File: src/design/tsam_pkg.sv
// Shared types and constants for the touch sample averaging and mapping block.
// Holds register codes, reset values, state and operation codes, and link structs.
// No dependencies.
package tsam_pkg;

  // Field and datapath widths.
  localparam int unsigned RAW_W     = 16;
  localparam int unsigned SUM_W     = 24;
  localparam int unsigned OFS_W     = 16;
  localparam int unsigned CPP_W     = 40;
  localparam int unsigned CFG_W     = 40;
  localparam int unsigned CFG_IDX_W = 2;
  localparam int unsigned FRAC_W    = 8;
  localparam int unsigned DVD_W     = 24;

  // Configuration register indexes.
  typedef enum logic [CFG_IDX_W-1:0] {
    REG_X_OFFSET = 2'd0,
    REG_Y_OFFSET = 2'd1,
    REG_X_CPP    = 2'd2,
    REG_Y_CPP    = 2'd3
  } tsam_reg_e;

  // Register values after reset.
  localparam logic [OFS_W-1:0] X_OFFSET_RST = 16'd4270;
  localparam logic [OFS_W-1:0] Y_OFFSET_RST = 16'd3855;
  localparam logic [CPP_W-1:0] X_CPP_RST    = 40'd4407040;
  localparam logic [CPP_W-1:0] Y_CPP_RST    = 40'd18100522752;

  // Result status codes.
  localparam logic STATUS_OK    = 1'b0;
  localparam logic STATUS_NOISY = 1'b1;

  // Top level sequencer states.
  typedef enum logic [2:0] {
    ST_IDLE,
    ST_NOISY,
    ST_DIV_GO,
    ST_DIV_WAIT,
    ST_EMIT
  } tsam_state_e;

  // Divisions run for one finished window, in this order.
  typedef enum logic [1:0] {
    OP_AVG_X,
    OP_AVG_Y,
    OP_MAP_X,
    OP_MAP_Y
  } tsam_op_e;

  // Accumulator control.
  typedef struct packed {
    logic add;
    logic clear;
  } tsam_acc_ctrl_t;

  // Divider status.
  typedef struct packed {
    logic busy;
    logic done;
  } tsam_div_sts_t;

endpackage

File: src/design/tsam_accum.sv
// Running X and Y sums and the window sample counter.
// Depends on tsam_pkg.
module tsam_accum #(
  parameter int unsigned SAMPLES = 16
) (
  input  logic                         clk_i,
  input  logic                         rst_ni,
  input  tsam_pkg::tsam_acc_ctrl_t     ctrl_i,
  input  logic [tsam_pkg::RAW_W-1:0]   raw_x_i,
  input  logic [tsam_pkg::RAW_W-1:0]   raw_y_i,
  output logic [tsam_pkg::SUM_W-1:0]   sum_x_o,
  output logic [tsam_pkg::SUM_W-1:0]   sum_y_o,
  output logic                         last_o
);
  import tsam_pkg::*;

  localparam int unsigned CntW = (SAMPLES > 1) ? $clog2(SAMPLES) : 1;
  localparam logic [CntW-1:0] LastCnt = CntW'(SAMPLES - 1);

  logic [SUM_W-1:0] sum_x_q, sum_x_d;
  logic [SUM_W-1:0] sum_y_q, sum_y_d;
  logic [CntW-1:0]  cnt_q, cnt_d;

  // The next added beat completes the window.
  assign last_o = (cnt_q == LastCnt);

  // Sums wrap at their width; clear wins over add.
  always_comb begin
    sum_x_d = sum_x_q;
    sum_y_d = sum_y_q;
    cnt_d   = cnt_q;
    if (ctrl_i.clear) begin
      sum_x_d = '0;
      sum_y_d = '0;
      cnt_d   = '0;
    end else if (ctrl_i.add) begin
      sum_x_d = sum_x_q + SUM_W'(raw_x_i);
      sum_y_d = sum_y_q + SUM_W'(raw_y_i);
      cnt_d   = last_o ? '0 : cnt_q + 1'b1;
    end
  end

  always_ff @(posedge clk_i or negedge rst_ni) begin
    if (!rst_ni) begin
      sum_x_q <= '0;
      sum_y_q <= '0;
      cnt_q   <= '0;
    end else begin
      sum_x_q <= sum_x_d;
      sum_y_q <= sum_y_d;
      cnt_q   <= cnt_d;
    end
  end

  assign sum_x_o = sum_x_q;
  assign sum_y_o = sum_y_q;

endmodule

File: src/design/tsam_divider.sv
// Bit-serial restoring divider: one quotient bit per cycle.
// Depends on tsam_pkg.
module tsam_divider (
  input  logic                         clk_i,
  input  logic                         rst_ni,
  input  logic                         start_i,
  input  logic [tsam_pkg::DVD_W-1:0]   dividend_i,
  input  logic [tsam_pkg::CPP_W-1:0]   divisor_i,
  output tsam_pkg::tsam_div_sts_t      sts_o,
  output logic [tsam_pkg::DVD_W-1:0]   quotient_o
);
  import tsam_pkg::*;

  localparam int unsigned CntW = $clog2(DVD_W);
  localparam logic [CntW-1:0] LastStep = CntW'(DVD_W - 1);

  logic             busy_q, busy_d;
  logic             done_q, done_d;
  logic [CntW-1:0]  cnt_q, cnt_d;
  logic [CPP_W-1:0] rem_q, rem_d;
  logic [CPP_W-1:0] div_q, div_d;
  logic [DVD_W-1:0] quo_q, quo_d;
  logic [CPP_W:0]   trial;
  logic [CPP_W:0]   trial_sub;
  logic             fits;

  // One restoring step: shift the next dividend bit into the remainder.
  assign trial     = {rem_q, quo_q[DVD_W-1]};
  assign trial_sub = trial - {1'b0, div_q};
  assign fits      = (trial >= {1'b0, div_q});

  always_comb begin
    busy_d = busy_q;
    done_d = 1'b0;
    cnt_d  = cnt_q;
    rem_d  = rem_q;
    div_d  = div_q;
    quo_d  = quo_q;
    if (start_i) begin
      busy_d = 1'b1;
      cnt_d  = '0;
      rem_d  = '0;
      div_d  = divisor_i;
      quo_d  = dividend_i;
    end else if (busy_q) begin
      rem_d = fits ? trial_sub[CPP_W-1:0] : trial[CPP_W-1:0];
      quo_d = {quo_q[DVD_W-2:0], fits};
      cnt_d = cnt_q + 1'b1;
      if (cnt_q == LastStep) begin
        busy_d = 1'b0;
        done_d = 1'b1;
      end
    end
  end

  always_ff @(posedge clk_i or negedge rst_ni) begin
    if (!rst_ni) begin
      busy_q <= 1'b0;
      done_q <= 1'b0;
      cnt_q  <= '0;
    end else begin
      busy_q <= busy_d;
      done_q <= done_d;
      cnt_q  <= cnt_d;
    end
  end

  // Datapath registers carry no reset.
  always_ff @(posedge clk_i) begin
    rem_q <= rem_d;
    div_q <= div_d;
    quo_q <= quo_d;
  end

  assign sts_o.busy = busy_q;
  assign sts_o.done = done_q;
  assign quotient_o = quo_q;

endmodule

File: src/design/touch_sample_average_map.sv
// Touch sample averaging and linear screen mapping, top level.
// Depends on tsam_pkg, tsam_accum and tsam_divider.
//
// Input channel (in_valid_i/in_ready_o) carries one raw X/Y sample beat with a
// pen-down flag. Output channel (out_valid_o/out_ready_i) carries one result beat:
// screen X/Y, averaged raw X/Y and a status bit. Registers are written through
// cfg_we_i/cfg_index_i/cfg_data_i; the user writes them only while the block is
// idle, which the block itself does not enforce. A pen-down beat that does not
// close the window is absorbed without leaving the idle state and gives no result.
// The beat that closes a window of SAMPLES beats starts four divisions on one
// shared bit-serial divider (two averages, two mappings), run one after another;
// a mapping whose difference is not positive skips its division.
// A pen-up beat clears the window; the noisy state then loads a NOISY result.
// Input is taken only in the idle state, never while divisions run or a result waits.
// The result sits in an output register; if the receiver stalls, the block
// still takes further pen-down beats that give no result, and otherwise holds
// its finished result until the output register frees.
// Reset clears the sums, the count and the sequencer, and loads the register
// defaults; no result is pending after reset.
module touch_sample_average_map #(
  parameter int unsigned SAMPLES = 16
) (
  input  logic                           clk_i,
  input  logic                           rst_ni,
  // Configuration write port.
  input  logic                           cfg_we_i,
  input  logic [tsam_pkg::CFG_IDX_W-1:0] cfg_index_i,
  input  logic [tsam_pkg::CFG_W-1:0]     cfg_data_i,
  // Sample input.
  input  logic                           in_valid_i,
  output logic                           in_ready_o,
  input  logic [tsam_pkg::RAW_W-1:0]     raw_x_i,
  input  logic [tsam_pkg::RAW_W-1:0]     raw_y_i,
  input  logic                           pen_down_i,
  // Result output.
  output logic                           out_valid_o,
  input  logic                           out_ready_i,
  output logic [tsam_pkg::RAW_W-1:0]     screen_x_o,
  output logic [tsam_pkg::RAW_W-1:0]     screen_y_o,
  output logic [tsam_pkg::RAW_W-1:0]     avg_raw_x_o,
  output logic [tsam_pkg::RAW_W-1:0]     avg_raw_y_o,
  output logic                           status_o
);
  import tsam_pkg::*;

  localparam logic [CPP_W-1:0] SamplesDiv = CPP_W'(SAMPLES);

  tsam_state_e state_q, state_d;
  tsam_op_e    op_q, op_d;

  logic [OFS_W-1:0] x_offset_q, y_offset_q;
  logic [CPP_W-1:0] x_cpp_q, y_cpp_q;

  tsam_acc_ctrl_t   acc_ctrl;
  logic [SUM_W-1:0] sum_x, sum_y;
  logic             acc_last;

  logic             div_start;
  tsam_div_sts_t    div_sts;
  logic [DVD_W-1:0] div_dividend;
  logic [CPP_W-1:0] div_divisor;
  logic [DVD_W-1:0] div_quo;

  logic [RAW_W-1:0] ax_q, ay_q, sx_q, sy_q;
  logic [RAW_W-1:0] res_val;
  logic             res_we;
  logic             op_adv;
  logic             skip;
  logic             is_map;
  logic [RAW_W-1:0] sat_quo;
  logic             in_acc;
  logic             out_free;
  logic             load_ok;
  logic             load_noisy;

  // Configuration registers.
  always_ff @(posedge clk_i or negedge rst_ni) begin
    if (!rst_ni) begin
      x_offset_q <= X_OFFSET_RST;
      y_offset_q <= Y_OFFSET_RST;
      x_cpp_q    <= X_CPP_RST;
      y_cpp_q    <= Y_CPP_RST;
    end else if (cfg_we_i) begin
      case (tsam_reg_e'(cfg_index_i))
        REG_X_OFFSET: x_offset_q <= cfg_data_i[OFS_W-1:0];
        REG_Y_OFFSET: y_offset_q <= cfg_data_i[OFS_W-1:0];
        REG_X_CPP:    x_cpp_q    <= cfg_data_i[CPP_W-1:0];
        REG_Y_CPP:    y_cpp_q    <= cfg_data_i[CPP_W-1:0];
        default: ;
      endcase
    end
  end

  tsam_accum #(
    .SAMPLES (SAMPLES)
  ) u_accum (
    .clk_i   (clk_i),
    .rst_ni  (rst_ni),
    .ctrl_i  (acc_ctrl),
    .raw_x_i (raw_x_i),
    .raw_y_i (raw_y_i),
    .sum_x_o (sum_x),
    .sum_y_o (sum_y),
    .last_o  (acc_last)
  );

  tsam_divider u_divider (
    .clk_i      (clk_i),
    .rst_ni     (rst_ni),
    .start_i    (div_start),
    .dividend_i (div_dividend),
    .divisor_i  (div_divisor),
    .sts_o      (div_sts),
    .quotient_o (div_quo)
  );

  // Divider operands and skip test for the current operation.
  always_comb begin
    div_dividend = '0;
    div_divisor  = SamplesDiv;
    skip         = 1'b0;
    is_map       = 1'b0;
    case (op_q)
      OP_AVG_X: div_dividend = sum_x;
      OP_AVG_Y: div_dividend = sum_y;
      OP_MAP_X: begin
        is_map       = 1'b1;
        skip         = (ax_q <= x_offset_q);
        div_dividend = {ax_q - x_offset_q, FRAC_W'(0)};
        div_divisor  = x_cpp_q;
      end
      OP_MAP_Y: begin
        is_map       = 1'b1;
        skip         = (ay_q <= y_offset_q);
        div_dividend = {ay_q - y_offset_q, FRAC_W'(0)};
        div_divisor  = y_cpp_q;
      end
      default: ;
    endcase
  end

  // Mapping quotients above the result range saturate.
  assign sat_quo  = (|div_quo[DVD_W-1:RAW_W]) ? '1 : div_quo[RAW_W-1:0];
  assign in_acc   = in_valid_i && in_ready_o;
  assign out_free = !out_valid_o || out_ready_i;

  // Next state.
  always_comb begin
    state_d = state_q;
    case (state_q)
      ST_IDLE: begin
        if (in_acc) begin
          if (!pen_down_i) begin
            state_d = ST_NOISY;
          end else if (acc_last) begin
            state_d = ST_DIV_GO;
          end
        end
      end
      ST_NOISY: begin
        if (out_free) begin
          state_d = ST_IDLE;
        end
      end
      ST_DIV_GO: begin
        if (is_map && skip) begin
          state_d = (op_q == OP_MAP_Y) ? ST_EMIT : ST_DIV_GO;
        end else begin
          state_d = ST_DIV_WAIT;
        end
      end
      ST_DIV_WAIT: begin
        if (div_sts.done) begin
          state_d = (op_q == OP_MAP_Y) ? ST_EMIT : ST_DIV_GO;
        end
      end
      ST_EMIT: begin
        if (out_free) begin
          state_d = ST_IDLE;
        end
      end
      default: state_d = ST_IDLE;
    endcase
  end

  // Sequencer outputs.
  always_comb begin
    in_ready_o     = 1'b0;
    acc_ctrl.add   = 1'b0;
    acc_ctrl.clear = 1'b0;
    div_start      = 1'b0;
    res_we         = 1'b0;
    res_val        = '0;
    op_adv         = 1'b0;
    load_ok        = 1'b0;
    load_noisy     = 1'b0;
    case (state_q)
      ST_IDLE: begin
        in_ready_o     = 1'b1;
        acc_ctrl.add   = in_acc && pen_down_i;
        acc_ctrl.clear = in_acc && !pen_down_i;
      end
      ST_NOISY: begin
        load_noisy = out_free;
      end
      ST_DIV_GO: begin
        if (is_map && skip) begin
          res_we = 1'b1;
          op_adv = 1'b1;
        end else begin
          div_start = 1'b1;
        end
      end
      ST_DIV_WAIT: begin
        if (div_sts.done) begin
          res_we  = 1'b1;
          res_val = is_map ? sat_quo : div_quo[RAW_W-1:0];
          op_adv  = 1'b1;
        end
      end
      ST_EMIT: begin
        acc_ctrl.clear = 1'b1;
        load_ok        = out_free;
      end
      default: ;
    endcase
  end

  // State and operation registers.
  assign op_d = (state_q == ST_IDLE) ? OP_AVG_X :
                op_adv ? tsam_op_e'(op_q + 2'd1) : op_q;

  always_ff @(posedge clk_i or negedge rst_ni) begin
    if (!rst_ni) begin
      state_q <= ST_IDLE;
      op_q    <= OP_AVG_X;
    end else begin
      state_q <= state_d;
      op_q    <= op_d;
    end
  end

  // Per-window results.
  always_ff @(posedge clk_i) begin
    if (res_we) begin
      case (op_q)
        OP_AVG_X: ax_q <= res_val;
        OP_AVG_Y: ay_q <= res_val;
        OP_MAP_X: sx_q <= res_val;
        OP_MAP_Y: sy_q <= res_val;
        default: ;
      endcase
    end
  end

  // Output register.
  always_ff @(posedge clk_i or negedge rst_ni) begin
    if (!rst_ni) begin
      out_valid_o <= 1'b0;
    end else if (load_ok || load_noisy) begin
      out_valid_o <= 1'b1;
    end else if (out_ready_i) begin
      out_valid_o <= 1'b0;
    end
  end

  always_ff @(posedge clk_i) begin
    if (load_ok) begin
      screen_x_o  <= sx_q;
      screen_y_o  <= sy_q;
      avg_raw_x_o <= ax_q;
      avg_raw_y_o <= ay_q;
      status_o    <= STATUS_OK;
    end else if (load_noisy) begin
      screen_x_o  <= '0;
      screen_y_o  <= '0;
      avg_raw_x_o <= '0;
      avg_raw_y_o <= '0;
      status_o    <= STATUS_NOISY;
    end
  end

  // A noisy result never carries coordinates.
  a_noisy_zero : assert property (@(posedge clk_i) disable iff (!rst_ni)
    out_valid_o && status_o == STATUS_NOISY |->
      screen_x_o == '0 && screen_y_o == '0 && avg_raw_x_o == '0 && avg_raw_y_o == '0)
    else $error("noisy result with nonzero coordinates");

  // The divider is never restarted while it works.
  a_div_start_idle : assert property (@(posedge clk_i) disable iff (!rst_ni)
    div_start |-> !div_sts.busy)
    else $error("divider started while busy");

  // The emit state is entered only right after the last mapping.
  a_emit_after_map : assert property (@(posedge clk_i) disable iff (!rst_ni)
    state_q == ST_EMIT && $past(state_q) != ST_EMIT |-> $past(op_q) == OP_MAP_Y)
    else $error("emit reached before the Y mapping");

  // A pen-up beat always leads to the noisy result state.
  a_penup_noisy : assert property (@(posedge clk_i) disable iff (!rst_ni)
    in_acc && !pen_down_i |=> state_q == ST_NOISY)
    else $error("pen-up beat did not abort the window");

endmodule

File: config.mk
export PLATFORM = sky130hd
export DESIGN_NAME = touch_sample_average_map
export DESIGN_NICKNAME = d
export VERILOG_FILES = /design/src/design/tsam_pkg.sv /design/src/design/tsam_accum.sv /design/src/design/tsam_divider.sv /design/src/design/touch_sample_average_map.sv
export SDC_FILE = /design/constraint.sdc
export NUM_CORES = 1
export LEC_CHECK = 0
export BUFFER_PORTS_ARGS = -buffer_cell sky130_fd_sc_hd__buf_2
export CORE_ASPECT_RATIO = 1.5
export CORE_MARGIN = 3
export CORE_UTILIZATION = 38
export CTS_CLUSTER_DIAMETER = 150
export CTS_CLUSTER_SIZE = 12
export DETAILED_ROUTE_END_ITERATION = 12
export GPL_TIMING_DRIVEN = 0
export SLEW_MARGIN = 15
export SYNTH_ARGS = -nofsm -noshare
export SYNTH_HDL_FRONTEND = slang
export SYNTH_SLANG_ARGS = --single-unit
File: constraint.sdc
create_clock -name clk_i -period 13.5 [get_ports clk_i]
set_input_delay 2.7 -clock clk_i [delete_from_list [all_inputs] [get_ports clk_i]]
set_output_delay 2.7 -clock clk_i [all_outputs]
set_load 0.01 [all_outputs]
Word-level counts from Yosys, hierarchy flattened
Index checks and enable logic that the tools add are counted.

cells by class
  add/sub/neg operators = 8
  order comparisons = 3
  eq/ne operators = 16
  multiplexer cells = 53
  reduce and logical (&&, ||, !) cells = 28

operator list
  kind                                                 count
  two-way mux 16 bit                                   9
  two-way mux 24 bit                                   6
  case mux 24 bit (4 select lines)                     1
  case mux 40 bit (2 select lines)                     1
  adder 24 x 16 -> 24 bit                              2
  >= comparator 41 x 40 -> 1 bit                       1
  two-way mux 40 bit                                   1
  subtractor 40 bit                                    1
  <= comparator 16 bit                                 2
  subtractor 16 bit                                    2
  two-way mux 3 bit                                    7
  two-way mux 1 bit                                    17
  AND reduction 2 bit                                  8
  two-way mux 4 bit                                    3
  case mux 3 bit (4 select lines)                      1
  two-way mux 5 bit                                    2
  nonzero test 2 bit                                   5
  equality test 2 bit, second input constant           4
  OR reduction 8 bit                                   1
  equality test 3 x 2 -> 1 bit, second input constant  2
  case mux 1 bit (2 select lines)                      3
  adder 5 x 1 -> 5 bit, second input constant          1
  equality test 5 bit, second input constant           1
  adder 4 x 1 -> 4 bit, second input constant          1
  other kinds (16)                                     26

storage, ports and cells
  flip-flop bits (word level) = 410
  input bits = 80

Depth between registers and ports, before layout
  depth after elaboration = 8
  mapped depth = 15
  gate-level depth less buffers = 14

By module
From an unflattened synthesis, not the netlist that was laid out.

unflattened totals
  cells, all modules = 2059
  area, all modules = 22235.1 um^2

by module, submodules not included
  module                    times used  cells an instance  area each (um^2)  sequential area each (um^2)
  touch_sample_average_map  1           928                11671.2           6860.3
  tsam_divider              1           699                6600.1            2897.8
  tsam_accum                1           432                3963.8            1301.2

Least setup slack after synthesis
OpenSTA, ideal clock, no wires.

  path kind = input-to-reg
  start point = input port out_ready_i
  end point = register avg_raw_x_o[0] (netlist name), enable pin
  library setup time = 0.565 ns
  arrival = 7.110 ns
  data required time = 12.935 ns
  slack = 5.825 ns
  cell stages on the path = 2
  buffers on the path = 0
  path through = nor2b_1 nor3_1

on the way
  word-level cells in the longest chain between the ends = 3
  elaborated cells between the ends (all ways) = 4
  classes of those cells = mux: 2; reduce/logical: 2

RTL lines
  what                                   line                             text
  from (decl)                            touch_sample_average_map.sv:37   input logic out_ready_i,
  logical OR 1 bit *                     touch_sample_average_map.sv:145  assign out_free = !out_valid_o || out_ready_i;
  two-way mux 1 bit                      touch_sample_average_map.sv:197  case (state_q)
  nonzero test 2 bit (no source line) *  --
  to (signal assigned)                   touch_sample_average_map.sv:271  avg_raw_x_o <= ax_q;
  to (decl)                              touch_sample_average_map.sv:40   output logic [tsam_pkg::RAW_W-1:0] avg_raw_x_o,

Mark *: on every way between the ends. The rest lies on a longest branch, timed or not.
A chain may end at the register's enable or synchronous reset.

Final worst setup path
  start point = input port raw_x_i[1] (netlist name)
  end point = register u_accum.sum_x_q[23] (netlist: u_accum.sum_x_o[23])

on the way
  word-level cells in the longest chain between the ends = 3

RTL lines
  what                     line                            text
  from (decl)              touch_sample_average_map.sv:32  input logic [tsam_pkg::RAW_W-1:0] raw_x_i,
  adder 24 x 16 -> 24 bit  tsam_accum.sv:37                sum_x_d = sum_x_q + SUM_W'(raw_x_i);
  two-way mux 24 bit       tsam_accum.sv:36                end else if (ctrl_i.add) begin
  two-way mux 24 bit       tsam_accum.sv:32                if (ctrl_i.clear) begin
  to (signal assigned)     tsam_accum.sv:49                sum_x_q <= sum_x_d;
  to (decl)                tsam_accum.sv:20                logic [SUM_W-1:0] sum_x_q, sum_x_d;

No other way between the ends. The select of a mux whose other input is x is not followed.

==> impl_summary.md <==
Floorplan
The die covers 58,800 um2. The die span in y is 295 um. 147 I/O pins were placed. The width of the die is 199 um.

For this configuration, the core starts out at a cell density of 0.386. The number of rows created at floorplan is 105. The core region is 55,000 um2.

Critical path
The arrival time of data at the critical path endpoint is 5.40 ns. The critical path goes through buf_2, ha_1, a21o_1, a21o_1, a2111oi_0, o211ai_1, nand4_1, a31oi_1, a21oi_1, nor4b_1, xnor2_1, nor2_1. The slowest cell on the critical path is sky130_fd_sc_hd__a2111oi_0. The largest stage delay on the critical path is 0.56 ns.

The largest driver fanout on the critical path is 6. Together, buffers and inverters on the worst path number 1. STA puts the critical path data required time at 13.90 ns. The most numerous cell type found on the critical path is sky130_fd_sc_hd__a21o_1. Grouping stages by cell kind, the critical path spends the most delay in compound AO/OA/AOI/OAI gates. The kind of end point of the critical path is a flip-flop. The classification of the worst setup path is input port to flip-flop.

The critical path launch point type is an input port.

STA
The setup violation total in the final timing report is 0. The worst setup skew after layout is 0.0391 ns. The sum of negative setup slack is 0 ns. The hold violation count in the final report is 0. After layout, the minimum clock period comes to 5.00 ns. Derived from the worst setup path, the maximum achievable clock frequency is 200 MHz.

The final number of max-transition violations was 0. The final cycle utilization of the critical path is 0.371. Setup repair after global routing left no endpoint under its margin.

The actual slew at the worst max-slew pin is 1.08 ns. The worst pin sits at a relative slew slack of 0.277.

Clock network
Buffers inserted during clock tree synthesis total 40. The TritonCTS clock tree is built. The root buffer cell is sky130_fd_sc_hd__clkbuf_16. The buffer depth of the longest clock path is 3. The total of cells resized after clock tree synthesis is 0.

The number of hold buffers added after cts is 0. The worst-skew pair later-pin latency is 0.56 ns. In this run the number of H-tree levels came out at 2.

The number of post-CTS setup repair buffers is 0. The TritonCTS sink count is 410. Clock-pin slew was measured on the worst setup and hold paths at 0.06 ns.

Drt
The via count is 15,900. Wire segments on met3 add up to 2190 um in the final route. The detailed router finished its first iteration with 911 violations.

The via density per instance is 5.55. The average detailed-routed wire length per instance is 21.9 um. The DRC violation count after routing is 0.

The wire length after detailed routing is 62,500 um. The detailed-routing wirelength on met1 is 24,100 um. In this run the remaining antenna-violating nets after routing total 0. Before antenna repair, the detailed router went through 5 iterations. Signal routing reaches up to met4.

The met2 routed wirelength is 33,000 um.

Status
The flow ran to the end, and the final reports show no timing, DRC or antenna violations.

Global routing
The wire length of the first global-routing pass is 94,100 um. Entering global routing, the biggest net connects 96 pins. The number of antenna violations at the first check in global routing came to 1. The residual overflow from global routing is 0. In the global route stage, overall resource usage came out at 0.210. The via count of the first global-routing pass came to 16,400.

Synth
Dividing the synthesized area by the synthesized cell count gives 11.0 um2. The mapped cell area is 21,200 um2. The number of synthesized flops with an enable pin is 192. The number of nets handed over by synthesis was 2,131. The predominant post-synthesis flop cell is sky130_fd_sc_hd__edfxtp_1.

Counting distinct cell types in the post-synthesis netlist gives 83. Synthesis produced a netlist whose cell count is 1,935. The synthesis warning total is 0. Counting flops and latches in the post-synthesis netlist gives 410. The sequential-to-total area share from yosys stat is 0.521. For this run, asynchronously set or reset flops after synthesis account for 0.432.

Finish
The net count of the finished layout is 2,330. The relative area change from synthesis to final layout is 13.8%. The library cell used most frequently in the layout, excluding fill and tap cells, is sky130_fd_sc_hd__edfxtp_1. The diode insertion count for antenna repair is 0. The library cells used most frequently in the layout, excluding fill and tap cells, are sky130_fd_sc_hd__edfxtp_1 (192), sky130_fd_sc_hd__buf_2 (155), sky130_fd_sc_hd__a21oi_1 (148), sky130_fd_sc_hd__dfrtp_1 (142), sky130_fd_sc_hd__o21ai_0 (138). The fraction of final layout cells sized beyond drive strength 1 is 0.178.

Placed design
After legalization and detailed placement, the total HPWL measured 47,100 um. The count of buffers added on input and output ports is 146. The congestion estimate from routability-driven global placement came to 0.918.

Power and ir drop
The overall power after layout is 4.62 mW. IR analysis of the VDD net gives a maximum drop of 0.109 mV. The total leakage power is 9.96 nW. The total power divided by cell area is 191 nW/um2.

Job
The number of maximum-capacitance constraint violations is 0.

Min path
The tightest min-delay check is of the flip-flop to flip-flop type.
## worst register-to-register path: cells and delay by family, from the launching register on
kind,cells,cell delay [ns]
buffers and inverters,4,1.06
flip-flops,1,0.57
adder cells (fa/ha/maj),2,0.59
AO/OA/AOI/OAI,4,1.15
AND/OR/NAND/NOR,3,0.61
## cells in the mapped netlist, types with 13 or more instances
| cell type | n | area (um2) |
|---|---|---|
| sky130_fd_sc_hd__edfxtp_1 | 192 | 5770 |
| sky130_fd_sc_hd__a21oi_1 | 148 | 741 |
| sky130_fd_sc_hd__dfrtp_1 | 142 | 3550 |
| sky130_fd_sc_hd__o21ai_0 | 138 | 691 |
| sky130_fd_sc_hd__nor2_1 | 126 | 473 |
| sky130_fd_sc_hd__nand2_1 | 125 | 469 |
| sky130_fd_sc_hd__ha_1 | 111 | 1390 |
| sky130_fd_sc_hd__inv_1 | 100 | 375 |
| sky130_fd_sc_hd__mux2_2 | 99 | 1110 |
| sky130_fd_sc_hd__and2_1 | 69 | 432 |
| sky130_fd_sc_hd__clkbuf_1 | 60 | 225 |
| sky130_fd_sc_hd__a22o_1 | 50 | 438 |
| sky130_fd_sc_hd__xor2_1 | 50 | 438 |
| sky130_fd_sc_hd__xnor2_1 | 49 | 429 |
| sky130_fd_sc_hd__dfxtp_1 | 41 | 821 |
| sky130_fd_sc_hd__a21o_1 | 36 | 270 |
| sky130_fd_sc_hd__dfstp_2 | 35 | 920 |
| sky130_fd_sc_hd__a22oi_1 | 23 | 173 |
| sky130_fd_sc_hd__nand3_1 | 23 | 115 |
| sky130_fd_sc_hd__nand4_1 | 19 | 119 |
| sky130_fd_sc_hd__nor3_1 | 18 | 90.1 |
| sky130_fd_sc_hd__a31oi_1 | 16 | 100 |
| sky130_fd_sc_hd__and3_1 | 16 | 100 |
| sky130_fd_sc_hd__nand2b_1 | 16 | 100 |
| sky130_fd_sc_hd__nor2b_1 | 16 | 100 |
| sky130_fd_sc_hd__mux2i_1 | 15 | 150 |
| sky130_fd_sc_hd__o21a_1 | 13 | 97.6 |
| sky130_fd_sc_hd__o21ai_1 | 13 | 65.1 |
## state kept, by name, indices dropped and copies added (netlist names), 24 cells and up
signal and cells:
u_divider.div_q 40, u_divider.rem_q 40, x_cpp_q 40, y_cpp_q 40, u_accum.sum_x_o 24, u_accum.sum_y_o 24
u_divider.quotient_o 24
## cell type report
type / count / area [um2]
Sequential cell: 410 / 11100
Multi-Input combinational cell: 1338 / 9440
Clock buffer: 71 / 1140
Clock inverter: 3 / 28.8
Tap cell: 695 / 870
Buffer: 87 / 373
Timing Repair Buffer: 157 / 866
Fill cell: 5189 / 30900
Inverter: 100 / 375
## through the flow
step / utilization / cells / setup WS, ns / hold WS [ns] / instance area [um2]
2_1_floorplan: - / 1935 / 5.82 / 0.470 / 21200
3_3_place_gp: 0.415 / 2776 / 3.19 / 0.479 / 22800
3_5_place_dp: 0.417 / 2787 / 7.91 / 0.491 / 23000
4_1_cts: 0.439 / 2861 / 8.46 / 0.501 / 24100
5_1_grt: 0.439 / 2861 / 8.24 / 0.521 / 24200
6_report: 0.439 / 2861 / 8.50 / 0.495 / 24200
## cells by family (layout without fill, tap and decap cells)
kind of cell | after synthesis | in the layout | synth area share
muxes | 114 | 114 | 0.0596
adders and majority gates | 116 | 116 | 0.0701
AOI/OAI and AO/OA | 532 | 532 | 0.163
buffers and inverters | 187 | 418 | 0.0351
and+or+nand+nor | 477 | 477 | 0.111
DFF | 410 | 410 | 0.521
xor gates and xnor gates | 99 | 99 | 0.0408
## final timing paths
| path | startpoint | to | slack [ns] | cells after the start |
|---|---|---|---|---|
| max in group asynchronous | rst_ni | x_cpp_q[16]$_DFFE_PN1P_ | 10.37 | 2 |
| max | raw_x_i[1] | u_accum.sum_x_o[23]$_DFFE_PN0P_ | 8.50 | 12 |
| min reg2reg | status_o$_SDFFE_PP0P_ | status_o$_SDFFE_PP0P_ | 0.49 | 2 |
| min in group asynchronous | rst_ni | u_accum.sum_x_o[11]$_DFFE_PN0P_ | 2.14 | 1 |
| max reg2reg | y_offset_q[0]$_DFFE_PN1P_ | u_divider.quotient_o[18]$_DFFE_PP_ | 9.10 | 13 |
| min | status_o$_SDFFE_PP0P_ | status_o$_SDFFE_PP0P_ | 0.49 | 2 |
## report_power, final
group | switching (mW) | internal, mW | leakage (nW)
logic | 1.07 | 0.693 | 5.16
clock network | 0.478 | 0.573 | 0.556
registers | 0.172 | 1.63 | 4.24
## metal layers
| metal | up-vias | global-route usage |
|---|---|---|
| met5 | - | 0 |
| met4 | 0 | 0.101 |
| met3 | 140 | 0.0215 |
| met2 | 399 | 0.389 |
| met1 | 7891 | 0.240 |
| li1 | 7447 | - |
Power figures use the tool's default switching activity.
